## config.mk

```make
export PLATFORM = sky130hd
export DESIGN_NAME = bbc_ram
export DESIGN_NICKNAME = d
export VERILOG_FILES = /design/src/sv/bbc_ram.sv
export SDC_FILE = /design/constraint.sdc
export NUM_CORES = 1
export LEC_CHECK = 0
export BUFFER_PORTS_ARGS = -buffer_cell sky130_fd_sc_hd__buf_2
export CAP_MARGIN = 20
export CORE_UTILIZATION = 49
export CTS_CLUSTER_SIZE = 12
export DETAILED_ROUTE_END_ITERATION = 6
export GPL_ROUTABILITY_DRIVEN = 0
export PLACE_DENSITY_LB_ADDON = 0.12
export SLEW_MARGIN = 30
export SYNTH_ARGS = -nofsm -noshare
export SYNTH_HDL_FRONTEND = slang
export SYNTH_SLANG_ARGS = --single-unit
```

## constraint.sdc

```tcl
create_clock -name clock -period 5.97 [get_ports clock]
set_input_delay 1.4925 -clock clock [delete_from_list [all_inputs] [get_ports clock]]
set_output_delay 1.4925 -clock clock [all_outputs]
set_load 0.03 [all_outputs]
```

## src/sv/bbc_ram.sv

```systemverilog
`timescale 1ns / 1ps
// ----------------------------------------------------------------------------
// bbc_ram
// Generic single-write, single-read synchronous RAM with registered read data.
// ----------------------------------------------------------------------------
module bbc_ram #(
   parameter int WIDTH = 2,
   parameter int DEPTH = 64
) (
   input  logic                                   clock,
   input  logic                                   wr_en,
   input  logic [((DEPTH > 1) ? $clog2(DEPTH) : 1)-1:0] wr_addr,
   input  logic [WIDTH-1:0]                       wr_data,
   input  logic [((DEPTH > 1) ? $clog2(DEPTH) : 1)-1:0] rd_addr,
   output logic [WIDTH-1:0]                       rd_data
);

   logic [WIDTH-1:0] mem [DEPTH];

   always_ff @(posedge clock) begin
      if (wr_en) begin
         mem[wr_addr] <= wr_data;
      end
      rd_data <= mem[rd_addr];
   end

endmodule

```

==> run metrics <==
global-route wire length before repair=17.54 mm; most common cell after layout, fill and taps aside=edfxtp_1; most frequent cells in the layout=128 x edfxtp_1, 70 x nor2_1, 29 x mux4_2, 16 x clkbuf_16, 15 x buf_2; # resized after CTS=0; number of global-route vias before repair=3070; Synth Area in XOR/XNOR=0%; Worst path top cell family by delay=buffers and inverters; dpl cell area=5573 um^2; largest family of logic cells by synthesized area=multiplexers; critical path endpoint category=flip-flop; Slew @ Worst Pin=805.2 ps; Unique masters post-synth=37; Setup Skew=between 7 and 8 ps; Worst-path clk slew=roughly 60 ps; critical path peak fanout=25; synthesis warning total=0; slowest cell on the critical path=buf_2; H-tree depth=4; cts hold-fix bufs=0; total wire length=11.12 mm; All-Layer GR Usage=21.70%; die span in x=107.0 um; CTS tree=yes; Gate Count Post-Synth=324; Overflow after GRT=0; post-synth top area cell=edfxtp_1; period utilization=55.92%; post-synthesis sequential area ratio=71.95%; Chip Height=107.0 um; Via Count=approximately 2900; max_slew headroom=46.32%; Final Setup Violations=0; worst setup path class=primary input to flip-flop; vias per cell=5.866; RSZ-0062 raised after global routing=false; Setup TNS=0 ps; Synth top area share=71.21%; # DRC=0; First-pass DRT Iterations=5; Highest Clock Rate=299.5 MHz; initial antenna violation count=1; hpwl dp=between 6 and 7 mm; standard-cell rows=37; Clock Sinks=between 100 and 150; IO Port Bufs=17; max-cap viol count=0; pwr dens=340.2 nW/um^2; Post-Synth Simple-Gate Area=about a tenth; Final Critical Period=roughly 3300 ps; CTS max path bufs=2; DRT antenna net count=0; peak per-stage delay on the critical path=610 ps; antenna cells=0; ranking of synthesized cells by area=edfxtp_1 71%, mux4_2 12%, nor2_1 4.9%; initial core utilization=51.36%; setup repair bufs after CTS=0; Mapped Area=5398 um^2; leak pwr=1.920 nW; crit-path cells=buf_2, buf_4, mux4_2, a22o_1, o21ai_0, a21oi_1, a211o_1; Root Buffer=clkbuf_8; outcome=complete, no violations; worst min path class=flip-flop to flip-flop; pins over their slew limit=0; number of synthesized register bits=130; final instance area=6128 um^2; WP buf/inv=2; mux contribution to synthesized area=13.24%; largest net degree at the start of global routing=65; worst vdd ir=0.0001590 V; Compound-Gate Fraction of Synth Area=3.408%; share of layout cells above drive strength 1=21.29%; crit path launch type=primary input; final count of hold timing violations=0; IO Count=18; CTS Buf Count=17; WP data required=6370 ps; Core Region=approximately 11000 um^2; nets@finish=360; Area Growth Syn to Fin=13.54%; syn nets=between 300 and 400; Clock Latency Late Sink=between 500 and 600 ps; # fillers=approximately 780; synthesized area per cell=16.66 um^2; CP Data Arrival Time=3740 ps; die area=11440 um^2; Post-Synth Adder-Cell Area=0%; DRT iter0 DRCs=259; routed len/inst=22.55 um
metal layers:
metal  vias to the layer above  track usage [%]  part of all wire [%]
li1                       1308                -                     -
met1                      1477            31.76                    46
met2                        93            32.12                    47
met3                        12            5.350                   6.3
met4                         2            7.241                  0.97
met5                         -                0                  0.12
cell usage after synthesis:
cell type and n:
o21ai_0 3, buf_4 1, a21o_1 2, edfxtp_1 128
nand2b_1 4, dfxtp_1 2, nand4b_1 1, inv_1 1
nand3_1 7, clkbuf_1 11, a311oi_1 3, a31oi_1 1
mux4_2 29, nor3b_1 1, a2111oi_0 1, and4b_1 1
a211o_1 1, buf_2 2, a41oi_1 1, buf_6 3
o21a_1 1, mux2i_1 5, nand3b_1 4, nor2b_1 7
nor3_1 2, a211oi_1 1, a22o_1 2, or3b_2 1
nor2_1 70, nand2_1 14, and2_1 1, a21oi_1 2
mux2_2 1, a22oi_1 6, or3_1 1, o211ai_1 1
nand4_1 2
cell families (layout without fill, tap and decap cells):
family / after synthesis / after routing
buf+inv: 18 / 51
simple gates: 116 / 116
compound gates: 25 / 25
flops: 130 / 130
mux: 35 / 35
worst reg2reg max path: stages, from the launching register on:
cell	delay [ps]
edfxtp_1	390
mux4_2	500
a22o_1	250
o21ai_0	170
a21oi_1	90
a211o_1	220
sequential cells by signal, indices dropped and copies added (netlist names):
signal,count
rd_data,2
mem,128
worst paths after layout:
| kind | cells past startpoint | slack [ps] | from | end |
|---|---|---|---|---|
| worst min register to register | 5 | 900 | mem[0][1] | rd_data[1] |
| worst min-delay path | 5 | 900 | mem[0][1] | rd_data[1] |
| worst max-delay path | 7 | 2630 | rd_addr[0] | rd_data[0] |
| worst max register to register | 5 | 4240 | mem[35][0] | rd_data[0] |
metrics by stage:
step | util, % | std cells | total power (W) | hold slack [ps] | worst slack, ps
floorplan | - | 324 | 0.001098 | 782.5 | 3000
global placement | 52.98 | 461 | 0.001137 | 893.9 | 2073
detailed placement | 53.03 | 461 | 0.001138 | 883.0 | 2040
CTS | 58.32 | 493 | 0.002094 | 903.9 | 2586
global route | 58.32 | 493 | 0.002148 | 933.1 | 2418
finish | 58.32 | 493 | 0.002085 | 904.5 | 2632
power by group:
part	leakage, nW	total, W	switching (W)	internal (W)
registers	1.17	0.00101	0.00000326	0.00101
clock network	0.262	0.000966	0.000378	0.000588
logic	0.490	0.000104	0.0000671	0.0000373
total	1.92	0.00208	0.000448	0.00164
cell type report:
cell class	instances	area [um^2]	share of cell area, %
inverters	1	3.754	0.06125
flip-flops and latches	130	3884	63.37
clock inverters	15	141.4	2.307
clock buffers	17	414.1	6.758
well taps	136	170.2	2.777
multi-input cells	176	1418	23.13
repair buffers	18	97.59	1.592
(Power assumes the default switching activity.)
